[src/sv/rgbfade_pkg.sv]
// shared types, codes and helpers for the rgb led fade controller
`timescale 1ns / 1ps

package rgbfade_pkg;

  // request codes carried by req_type
  typedef enum logic [1:0] {
    REQ_TICK = 2'd0,
    REQ_OFF  = 2'd1,
    REQ_SET  = 2'd2,
    REQ_FADE = 2'd3
  } req_t;

  // operating mode reported on mode_now
  typedef enum logic [1:0] {
    MODE_OFF    = 2'd0,
    MODE_STEADY = 2'd1,
    MODE_FADE   = 2'd2
  } mode_t;

  // top level sequencer
  typedef enum logic [1:0] {
    T_IDLE = 2'd0,
    T_CALC = 2'd1,
    T_WAIT = 2'd2,
    T_OUT  = 2'd3
  } top_state_t;

  // increment unit sequencer
  typedef enum logic [1:0] {
    U_IDLE = 2'd0,
    U_MUL  = 2'd1,
    U_DIV  = 2'd2,
    U_DONE = 2'd3
  } unit_state_t;

  // configuration register indexes
  localparam logic REG_INVERT      = 1'b0;
  localparam logic REG_TICK_PERIOD = 1'b1;

  localparam logic [7:0] LEVEL_MAX  = 8'd255;
  localparam logic [8:0] PERIOD_MIN = 9'd8;
  localparam logic [8:0] PERIOD_MAX = 9'd300;
  localparam logic [8:0] COUNT_MAX  = 9'd511;

  // clamp a signed request to 0..255, inverted when inv is set for common anode wiring
  function automatic logic [7:0] clamp_level(input logic signed [15:0] v, input logic inv);
    logic [7:0] r;
    if (v < 16'sd0) begin
      r = 8'd0;
    end else if (v > 16'sd255) begin
      r = LEVEL_MAX;
    end else begin
      r = v[7:0];
    end
    if (inv) begin
      r = LEVEL_MAX - r;
    end
    return r;
  endfunction

endpackage

[src/sv/rgb_led_fade_controller_unit.sv]
// top level of the rgb led fade controller
`timescale 1ns / 1ps

// Three-channel LED duty controller. Each input item is a millisecond tick,
// a turn-off, a set-color or a start-fade command; each item gives exactly one
// result item with the three duties, the mode and the fade done flag.
// Channels use valid/stall; an item moves on an edge with valid high and
// stall low. Configuration (level inversion, tick_period_ms) goes in through
// cfg_we/cfg_index/cfg_data; the user must write it only while the block is
// idle, which the block itself does not enforce. Tick, off and set items are
// handled on the accepting edge: the result is registered at that edge, one
// item per cycle while no fade runs and the output is not stalled. A fade
// command runs the shared multiply/divide unit once per channel, a multiply
// and then a one-bit-per-cycle restoring divide, before its result is
// registered; in_stall is high meanwhile.
// When the receiver stalls, the result holds in the output register and the
// input stalls for as long as it is held.
// Reset clears all levels, targets, increments, mode and flag, sets
// tick_period_ms to 20 and clears the inversion flag; no item is pending.

module rgb_led_fade_controller_unit #(
  parameter int FRACTION_BITS = 12
) (
  input  logic        clk,
  input  logic        rst,
  input  logic        in_valid,
  output logic        in_stall,
  input  logic [1:0]  req_type,
  input  logic signed [15:0] red_in,
  input  logic signed [15:0] green_in,
  input  logic signed [15:0] blue_in,
  input  logic [15:0] fade_time_ms,
  output logic        out_valid,
  input  logic        out_stall,
  output logic [7:0]  red_duty,
  output logic [7:0]  green_duty,
  output logic [7:0]  blue_duty,
  output logic [1:0]  mode_now,
  output logic        fade_done,
  input  logic        cfg_we,
  input  logic        cfg_index,
  input  logic [8:0]  cfg_data
);

  localparam int LW = 8 + FRACTION_BITS;

  rgbfade_pkg::top_state_t state;
  rgbfade_pkg::top_state_t state_next;

  logic                invert_levels;
  logic [8:0]          tick_period_ms;
  rgbfade_pkg::mode_t  mode_reg;
  rgbfade_pkg::mode_t  mode_reg_next;
  logic [8:0]          ms_since_step;
  logic [8:0]          ms_since_step_next;
  logic [LW-1:0]       level [3];
  logic [LW-1:0]       level_next [3];
  logic [7:0]          target [3];
  logic [7:0]          target_next [3];
  logic signed [LW:0]  step_size [3];
  logic signed [LW:0]  step_size_next [3];
  logic                done_flag;
  logic                done_flag_next;
  logic [15:0]         fade_t;
  logic [15:0]         fade_t_next;
  logic [1:0]          ch;
  logic [1:0]          ch_next;

  logic                accept;
  logic                out_full;
  logic                load_out;
  logic                unit_start;
  logic                unit_done;
  logic signed [LW:0]  unit_step;
  logic signed [LW:0]  unit_diff;
  logic [LW-1:0]       lane_out [3];
  logic signed [15:0]  chan_in [3];
  logic [8:0]          cnt_inc;
  logic                all_match;

  assign chan_in[0] = red_in;
  assign chan_in[1] = green_in;
  assign chan_in[2] = blue_in;

  assign out_full = out_valid && out_stall;
  assign accept   = in_valid && !in_stall;

  assign unit_diff = $signed({1'b0, target[ch], {FRACTION_BITS{1'b0}}})
                   - $signed({1'b0, level[ch]});

  rgbfade_incr_unit #(
    .FRACTION_BITS(FRACTION_BITS)
  ) u_incr (
    .clk     (clk),
    .rst     (rst),
    .start   (unit_start),
    .diff    (unit_diff),
    .period  (tick_period_ms),
    .divisor (fade_t),
    .done    (unit_done),
    .step    (unit_step)
  );

  for (genvar i = 0; i < 3; i++) begin : g_lane
    rgbfade_step_lane #(
      .FRACTION_BITS(FRACTION_BITS)
    ) u_lane (
      .level     (level[i]),
      .step      (step_size[i]),
      .target    (target[i]),
      .level_new (lane_out[i])
    );
  end

  // sequencer: next state
  always_comb begin
    state_next = state;
    unique case (state)
      rgbfade_pkg::T_IDLE: begin
        if (accept && rgbfade_pkg::req_t'(req_type) == rgbfade_pkg::REQ_FADE) begin
          state_next = rgbfade_pkg::T_CALC;
        end
      end
      rgbfade_pkg::T_CALC: state_next = rgbfade_pkg::T_WAIT;
      rgbfade_pkg::T_WAIT: begin
        if (unit_done) begin
          state_next = (ch == 2'd2) ? rgbfade_pkg::T_OUT : rgbfade_pkg::T_CALC;
        end
      end
      rgbfade_pkg::T_OUT: if (!out_full) state_next = rgbfade_pkg::T_IDLE;
      default: state_next = rgbfade_pkg::T_IDLE;
    endcase
  end

  // sequencer: outputs
  always_comb begin
    in_stall   = 1'b1;
    unit_start = 1'b0;
    load_out   = 1'b0;
    unique case (state)
      rgbfade_pkg::T_IDLE: begin
        in_stall = out_full;
        load_out = accept && rgbfade_pkg::req_t'(req_type) != rgbfade_pkg::REQ_FADE;
      end
      rgbfade_pkg::T_CALC: unit_start = 1'b1;
      rgbfade_pkg::T_WAIT: begin
      end
      rgbfade_pkg::T_OUT:  load_out = !out_full;
      default: begin
      end
    endcase
  end

  // datapath next values
  always_comb begin
    mode_reg_next      = mode_reg;
    ms_since_step_next = ms_since_step;
    done_flag_next     = done_flag;
    fade_t_next        = fade_t;
    ch_next            = ch;
    for (int i = 0; i < 3; i++) begin
      level_next[i]     = level[i];
      target_next[i]    = target[i];
      step_size_next[i] = step_size[i];
    end
    cnt_inc = (ms_since_step < rgbfade_pkg::COUNT_MAX) ? ms_since_step + 9'd1 : ms_since_step;
    all_match = 1'b1;
    for (int i = 0; i < 3; i++) begin
      if (level[i] != {target[i], {FRACTION_BITS{1'b0}}}) all_match = 1'b0;
    end

    if (accept) begin
      unique case (rgbfade_pkg::req_t'(req_type))
        rgbfade_pkg::REQ_TICK: begin
          ms_since_step_next = cnt_inc;
          if (mode_reg != rgbfade_pkg::MODE_OFF && cnt_inc > tick_period_ms) begin
            ms_since_step_next = '0;
            if (mode_reg == rgbfade_pkg::MODE_FADE) begin
              if (all_match) begin
                done_flag_next = 1'b1;
              end else begin
                for (int i = 0; i < 3; i++) level_next[i] = lane_out[i];
              end
            end
          end
        end
        rgbfade_pkg::REQ_OFF: begin
          mode_reg_next = rgbfade_pkg::MODE_OFF;
          for (int i = 0; i < 3; i++) begin
            level_next[i] = invert_levels ? {rgbfade_pkg::LEVEL_MAX, {FRACTION_BITS{1'b0}}} : '0;
          end
        end
        rgbfade_pkg::REQ_SET: begin
          mode_reg_next = rgbfade_pkg::MODE_STEADY;
          for (int i = 0; i < 3; i++) begin
            level_next[i] = {rgbfade_pkg::clamp_level(chan_in[i], invert_levels),
                             {FRACTION_BITS{1'b0}}};
          end
        end
        rgbfade_pkg::REQ_FADE: begin
          mode_reg_next  = rgbfade_pkg::MODE_FADE;
          done_flag_next = 1'b0;
          ch_next        = 2'd0;
          fade_t_next    = (fade_time_ms < {7'd0, tick_period_ms}) ? {7'd0, tick_period_ms}
                                                                   : fade_time_ms;
          for (int i = 0; i < 3; i++) begin
            target_next[i] = rgbfade_pkg::clamp_level(chan_in[i], invert_levels);
          end
        end
        default: begin
        end
      endcase
    end

    if (state == rgbfade_pkg::T_WAIT && unit_done) begin
      step_size_next[ch] = unit_step;
      ch_next = (ch == 2'd2) ? 2'd0 : ch + 2'd1;
    end
  end

  always_ff @(posedge clk) begin
    if (rst) begin
      state          <= rgbfade_pkg::T_IDLE;
      invert_levels  <= 1'b0;
      tick_period_ms <= 9'd20;
      mode_reg       <= rgbfade_pkg::MODE_OFF;
      ms_since_step  <= '0;
      done_flag      <= 1'b0;
      ch             <= '0;
      out_valid      <= 1'b0;
      for (int i = 0; i < 3; i++) begin
        level[i]     <= '0;
        target[i]    <= '0;
        step_size[i] <= '0;
      end
    end else begin
      state         <= state_next;
      mode_reg      <= mode_reg_next;
      ms_since_step <= ms_since_step_next;
      done_flag     <= done_flag_next;
      ch            <= ch_next;
      for (int i = 0; i < 3; i++) begin
        level[i]     <= level_next[i];
        target[i]    <= target_next[i];
        step_size[i] <= step_size_next[i];
      end
      if (load_out) begin
        out_valid <= 1'b1;
      end else if (!out_stall) begin
        out_valid <= 1'b0;
      end
      if (cfg_we) begin
        unique case (cfg_index)
          rgbfade_pkg::REG_INVERT: invert_levels <= cfg_data[0];
          rgbfade_pkg::REG_TICK_PERIOD: begin
            if (cfg_data < rgbfade_pkg::PERIOD_MIN) begin
              tick_period_ms <= rgbfade_pkg::PERIOD_MIN;
            end else if (cfg_data > rgbfade_pkg::PERIOD_MAX) begin
              tick_period_ms <= rgbfade_pkg::PERIOD_MAX;
            end else begin
              tick_period_ms <= cfg_data;
            end
          end
          default: begin
          end
        endcase
      end
    end
  end

  // result register, taken from the values this item leaves behind
  always_ff @(posedge clk) begin
    fade_t <= fade_t_next;
    if (load_out) begin
      red_duty   <= level_next[0][LW-1:FRACTION_BITS];
      green_duty <= level_next[1][LW-1:FRACTION_BITS];
      blue_duty  <= level_next[2][LW-1:FRACTION_BITS];
      mode_now   <= mode_reg_next;
      fade_done  <= done_flag_next;
    end
  end

  a_fade_starts_unit: assert property (@(posedge clk) disable iff (rst)
    accept && req_type == rgbfade_pkg::REQ_FADE |=> state == rgbfade_pkg::T_CALC)
    else $error("fade command did not start the increment sequence");

  a_unit_done_waited: assert property (@(posedge clk) disable iff (rst)
    unit_done |-> state == rgbfade_pkg::T_WAIT)
    else $error("increment unit finished outside the wait state");

  a_short_item_result: assert property (@(posedge clk) disable iff (rst)
    accept && req_type != rgbfade_pkg::REQ_FADE |=> out_valid)
    else $error("tick or command item gave no result");

  a_period_range: assert property (@(posedge clk) disable iff (rst)
    tick_period_ms >= rgbfade_pkg::PERIOD_MIN && tick_period_ms <= rgbfade_pkg::PERIOD_MAX)
    else $error("tick period left its clamped range");

endmodule

[src/sv/rgbfade_step_lane.sv]
// one channel of a fade step: add increment, saturate, snap to target
`timescale 1ns / 1ps

module rgbfade_step_lane #(
  parameter int FRACTION_BITS = 12
) (
  input  logic [8+FRACTION_BITS-1:0]        level,
  input  logic signed [8+FRACTION_BITS:0]   step,
  input  logic [7:0]                        target,
  output logic [8+FRACTION_BITS-1:0]        level_new
);

  localparam int LW = 8 + FRACTION_BITS;
  localparam logic signed [LW+1:0] TOP = {2'b00, rgbfade_pkg::LEVEL_MAX, {FRACTION_BITS{1'b0}}};
  localparam logic signed [LW+1:0] ONE = {{(LW+1-FRACTION_BITS){1'b0}}, 1'b1,
                                          {FRACTION_BITS{1'b0}}};

  logic signed [LW+1:0] sum;
  logic signed [LW+1:0] sat;
  logic signed [LW+1:0] tgt;
  logic signed [LW+1:0] gap;
  logic signed [LW+1:0] gap_abs;
  logic signed [LW+1:0] v;

  always_comb begin
    tgt = {2'b00, target, {FRACTION_BITS{1'b0}}};
    sum = $signed({2'b00, level}) + $signed({step[LW], step});
    if (sum < 0) begin
      sat = '0;
    end else if (sum > TOP) begin
      sat = TOP;
    end else begin
      sat = sum;
    end
    gap = sat - tgt;
    gap_abs = gap[LW+1] ? -gap : gap;
    // within one whole level of the target: land on it
    v = (gap_abs < ONE) ? tgt : sat;
    level_new = v[LW-1:0];
  end

endmodule

[src/sv/rgbfade_incr_unit.sv]
// shared increment unit: |diff| * period, then restoring divide by fade time
`timescale 1ns / 1ps

module rgbfade_incr_unit #(
  parameter int FRACTION_BITS = 12
) (
  input  logic                              clk,
  input  logic                              rst,
  input  logic                              start,
  input  logic signed [8+FRACTION_BITS:0]   diff,
  input  logic [8:0]                        period,
  input  logic [15:0]                       divisor,
  output logic                              done,
  output logic signed [8+FRACTION_BITS:0]   step
);

  localparam int LW = 8 + FRACTION_BITS;
  localparam int CW = $clog2(LW);

  rgbfade_pkg::unit_state_t state;
  rgbfade_pkg::unit_state_t state_next;

  logic              neg;
  logic [LW-1:0]     mag;
  logic [15:0]       rem;
  logic [LW-1:0]     quo;
  logic [CW-1:0]     cnt;

  logic signed [LW:0] diff_neg;
  logic [LW+8:0]      prod;
  logic [16:0]        trial;
  logic [16:0]        trial_sub;
  logic               fits;
  logic signed [LW:0] quo_s;

  assign diff_neg  = -diff;
  assign prod      = mag * period;
  assign trial     = {rem, quo[LW-1]};
  assign trial_sub = trial - {1'b0, divisor};
  assign fits      = trial >= {1'b0, divisor};
  assign quo_s     = $signed({1'b0, quo});

  always_comb begin
    state_next = state;
    unique case (state)
      rgbfade_pkg::U_IDLE: if (start) state_next = rgbfade_pkg::U_MUL;
      rgbfade_pkg::U_MUL:  state_next = rgbfade_pkg::U_DIV;
      rgbfade_pkg::U_DIV:  if (cnt == CW'(LW - 1)) state_next = rgbfade_pkg::U_DONE;
      rgbfade_pkg::U_DONE: state_next = rgbfade_pkg::U_IDLE;
      default:             state_next = rgbfade_pkg::U_IDLE;
    endcase
  end

  always_comb begin
    done = (state == rgbfade_pkg::U_DONE);
    // truncate toward zero: divide magnitudes, restore sign
    step = neg ? -quo_s : quo_s;
  end

  always_ff @(posedge clk) begin
    if (rst) begin
      state <= rgbfade_pkg::U_IDLE;
      cnt   <= '0;
    end else begin
      state <= state_next;
      if (state == rgbfade_pkg::U_DIV) begin
        cnt <= cnt + CW'(1);
      end else begin
        cnt <= '0;
      end
    end
  end

  always_ff @(posedge clk) begin
    unique case (state)
      rgbfade_pkg::U_IDLE: begin
        if (start) begin
          neg <= diff[LW];
          mag <= diff[LW] ? diff_neg[LW-1:0] : diff[LW-1:0];
        end
      end
      rgbfade_pkg::U_MUL: begin
        // quotient fits LW bits since period <= divisor, so the top part starts below it
        rem <= {7'd0, prod[LW+8:LW]};
        quo <= prod[LW-1:0];
      end
      rgbfade_pkg::U_DIV: begin
        rem <= fits ? trial_sub[15:0] : trial[15:0];
        quo <= {quo[LW-2:0], fits};
      end
      default: begin
      end
    endcase
  end

endmodule
[config.mk]
export PLATFORM = sky130hd
export DESIGN_NAME = rgb_led_fade_controller_unit
export DESIGN_NICKNAME = d
export VERILOG_FILES = /design/src/sv/rgbfade_pkg.sv /design/src/sv/rgb_led_fade_controller_unit.sv /design/src/sv/rgbfade_step_lane.sv /design/src/sv/rgbfade_incr_unit.sv
export SDC_FILE = /design/constraint.sdc
export NUM_CORES = 1
export LEC_CHECK = 0
export ABC_AREA = 1
export BUFFER_PORTS_ARGS = -buffer_cell sky130_fd_sc_hd__buf_2
export CAP_MARGIN = 10
export CORE_ASPECT_RATIO = 0.7
export CORE_UTILIZATION = 53
export CTS_CLUSTER_DIAMETER = 80
export DETAILED_ROUTE_END_ITERATION = 8
export PLACE_DENSITY = 0.71
export SYNTH_ARGS = -nofsm -noshare
export SYNTH_HDL_FRONTEND = slang
export SYNTH_SLANG_ARGS = --single-unit
export TNS_END_PERCENT = 10
[constraint.sdc]
create_clock -name clk -period 13.06 [get_ports clk]
set_input_delay 3.918 -clock clk [delete_from_list [all_inputs] [get_ports clk]]
set_output_delay 3.918 -clock clk [all_outputs]
set_load 0.02 [all_outputs]
==> impl_metrics.py <==
metrics = {
    "global_routing": {
        "busiest_layer": "met1",
        "grt_util_met3_pct": 7.535,
        "overflow": 0,
        "antenna_found_initial": 0,
        "grt_max_degree": 73,
        "grt_first_pass_wirelength_mm": 121.4,
        "grt_use_met2_pct": 40.96,
        "grt_pass1_vias": 22400,
        "use_met1_pct": 46.23,
        "grt_usage_pct": 29.71,
    },
    "worst_setup_path": {
        "start_kind": "input port",
        "worstPathMaxFanout": 4,
        "cp_slowest_cell": "buf_2",
        "crit_chain": "buf_2, nand2_1, nand2_1, buf_2",
        "cpPeakStageDelay_ps": 150,
        "critPathRequiredTime_ps": 9140,
        "crit_path_end_kind": "primary output",
        "arrival_ps": 4350,
        "timing_worst_setup_path_type": "input port to primary output",
    },
    "floorplanning": {
        "die_w_um": 270.5,
        "num_rows": 68,
        "start_util_pct": 54.00,
        "fp.coreArea_um2": 49520,
        "die_height_um": 189.9,
        "ios": 110,
        "die-area_um2": 51370,
    },
    "drt": {
        "ant_nets": 0,
        "routed_wl_mm": 76.35,
        "vias": 24660,
        "dr.pass1.iters": 6,
        "wl_per_cell_um": 16.81,
        "drtIter0Drc": 2305,
        "avgViaCountPerCell": 5.428,
        "drc_errors": 0,
    },
    "pwr": {
        "cellLeakagePower_nw": 15.06,
        "powerDensity_nw_per_um2": 173.5,
        "ir_drop_uv": 151.1,
        "power.total_mw": 5.017,
    },
    "cells_and_area": {
        "largest_register_ffs": 63,
        "drive_above_1_share_pct": 7.788,
        "antenna_cells": 0,
        "fin_util_pct": 58.38,
        "nets": 4257,
        "largest-register": "step_size",
        "final_cell_mix": "nand2_1, inv_1, nor2_1",
        "syn_to_final_growth_pct": 8.119,
        "design_area_um2": 28910,
        "reg_top3": "step_size (63), level (60), target (24)",
        "final_common_cell": "nand2_1",
        "stdcell_count": 4543,
    },
    "timing": {
        "maxSlewViolCount": 0,
        "rsz0062_at_grt": "false",
        "finalSetupViolCount": 0,
        "setup-tns-final_ps": 0,
        "relSlewSlack_pct": 20.20,
        "fin_crit_ps": 8264,
        "period_share_pct": 63.28,
        "worst_pin_slew_ps": 1196,
        "hold_viol_final": 0,
        "fin_skew_ps": 43.80,
        "max_freq_ghz": 0.1210,
    },
    "placement": {
        "routabilityCongestion": 0.9783,
        "dp_hpwl_mm": 60.53,
        "dp_cells": 4481,
        "port_buffers": 109,
        "dpl-instance-area_um2": 27780,
    },
    "clock_tree": {
        "clock-sinks": 283,
        "cts_tree": "built",
        "htreeDepth": 2,
        "clk_latency_ps": 550,
        "cts_buffers": 34,
        "clockRootBuffer": "clkbuf_16",
        "ctsHoldBuffers": 0,
        "ctsResizeCount": 0,
        "path_clk_slew_ps": 60,
        "cts_buffer_depth": 3,
        "cts_setup_buffers": 0,
    },
    "run_status": {
        "outcome": "finished clean",
    },
    "synthesis": {
        "netlist_instances": 3815,
        "postSynthAreaPerCell_um2": 7.009,
        "ys_types": 63,
        "synthArstFlopShare_pct": 0,
        "synth-edff-count": 100,
        "syn-cell-area_um2": 26740,
        "ys_warn_count": 0,
        "ys_seq_area_share_pct": 24.93,
        "ys.flop_type": "dfxtp_1",
        "syn-num-nets": 4219,
        "ys_ff_latch": 283,
    },
    "min_path": {
        "holdCritPathClass": "flip-flop to flip-flop",
    },
    "run": {
        "cap_violations": 0,
    },
}
[cells by family (layout without fill, tap and decap cells)]
group	Yosys count	in the layout	share of synthesized area, %
buf+inv	794	857	11.34
flops	283	283	24.93
fa+ha+maj	323	323	18.88
compound gates	667	667	13.82
simple gates	1598	1598	26.09
xor+xnor	150	150	4.942
[cell type report]
type	count	area (um^2)
timing repair buffer	133	725.7
clock inverter	15	155.1
tap	665	832.0
fill	4768	20610
clock buffer	46	967.2
multi-input combinational	2738	17070
sequential	283	6666
inverter	663	2494
[critical path, delay by kind of cell]
family / cells / cell delay (ps)
buffers and inverters: 2 / 250
AND/OR/NAND/NOR: 2 / 170
[report_power, final]
group	internal (mW)	leakage (nW)	switching, mW	total, mW
clock	0.565	0.552	0.411	0.977
sequential	1.17	2.43	0.154	1.33
combinational	0.929	12.1	1.78	2.71
total	2.67	15.1	2.35	5.02
[final timing paths]
check,cells past startpoint,to,from,slack (ps)
worst min-delay path,1,u_incr.cnt[0]$_SDFF_PP0_,u_incr.cnt[0]$_SDFF_PP0_,440
worst max-delay path,4,in_stall,out_stall,4800
worst min register to register,1,u_incr.cnt[0]$_SDFF_PP0_,u_incr.cnt[0]$_SDFF_PP0_,440
worst max register to register,28,u_incr.rem[8]$_DFFE_PP_,tick_period_ms[2]$_SDFFE_PP1P_,6420
[Yosys cell counts, drive strengths merged (11+ instances only)]
library cell    n  area (um^2)
buf            23        132.6
clkbuf        108        405.4
edfxtp        100         3003
or2            12        75.07
fa            134         2683
xor2          105        927.1
inv           657         2471
nand3         181        983.5
a21oi         278         1451
nor3           42        215.2
nand4          70        437.9
nor4           20        131.4
nor2          300         1204
nand3b         13        101.4
xnor2          45        394.1
dfxtp         183         3664
o211ai         41        307.8
nand2         946         3724
o21ai         279         1400
o21bai         11        82.58
o21a           11        82.58
ha            189         2365
[layer usage]
metal	part of all wire [%]	vias up	wire length, um
met2	39	965	29510
met4	1.4	2	1066
met1	49	11310	37480
met5	0.080	-	61
li1	-	12300	-
met3	11	79	8238
[through the flow]
step           hold slack [ps]  setup slack (ps)
3_3_place_gp             432.3              4800
6_report                 445.0              4796
2_1_floorplan            417.5              4971
5_1_grt                  480.2              4741
3_5_place_dp             437.3              4799
4_1_cts                  451.1              4796
Power figures use the tool's default switching activity.
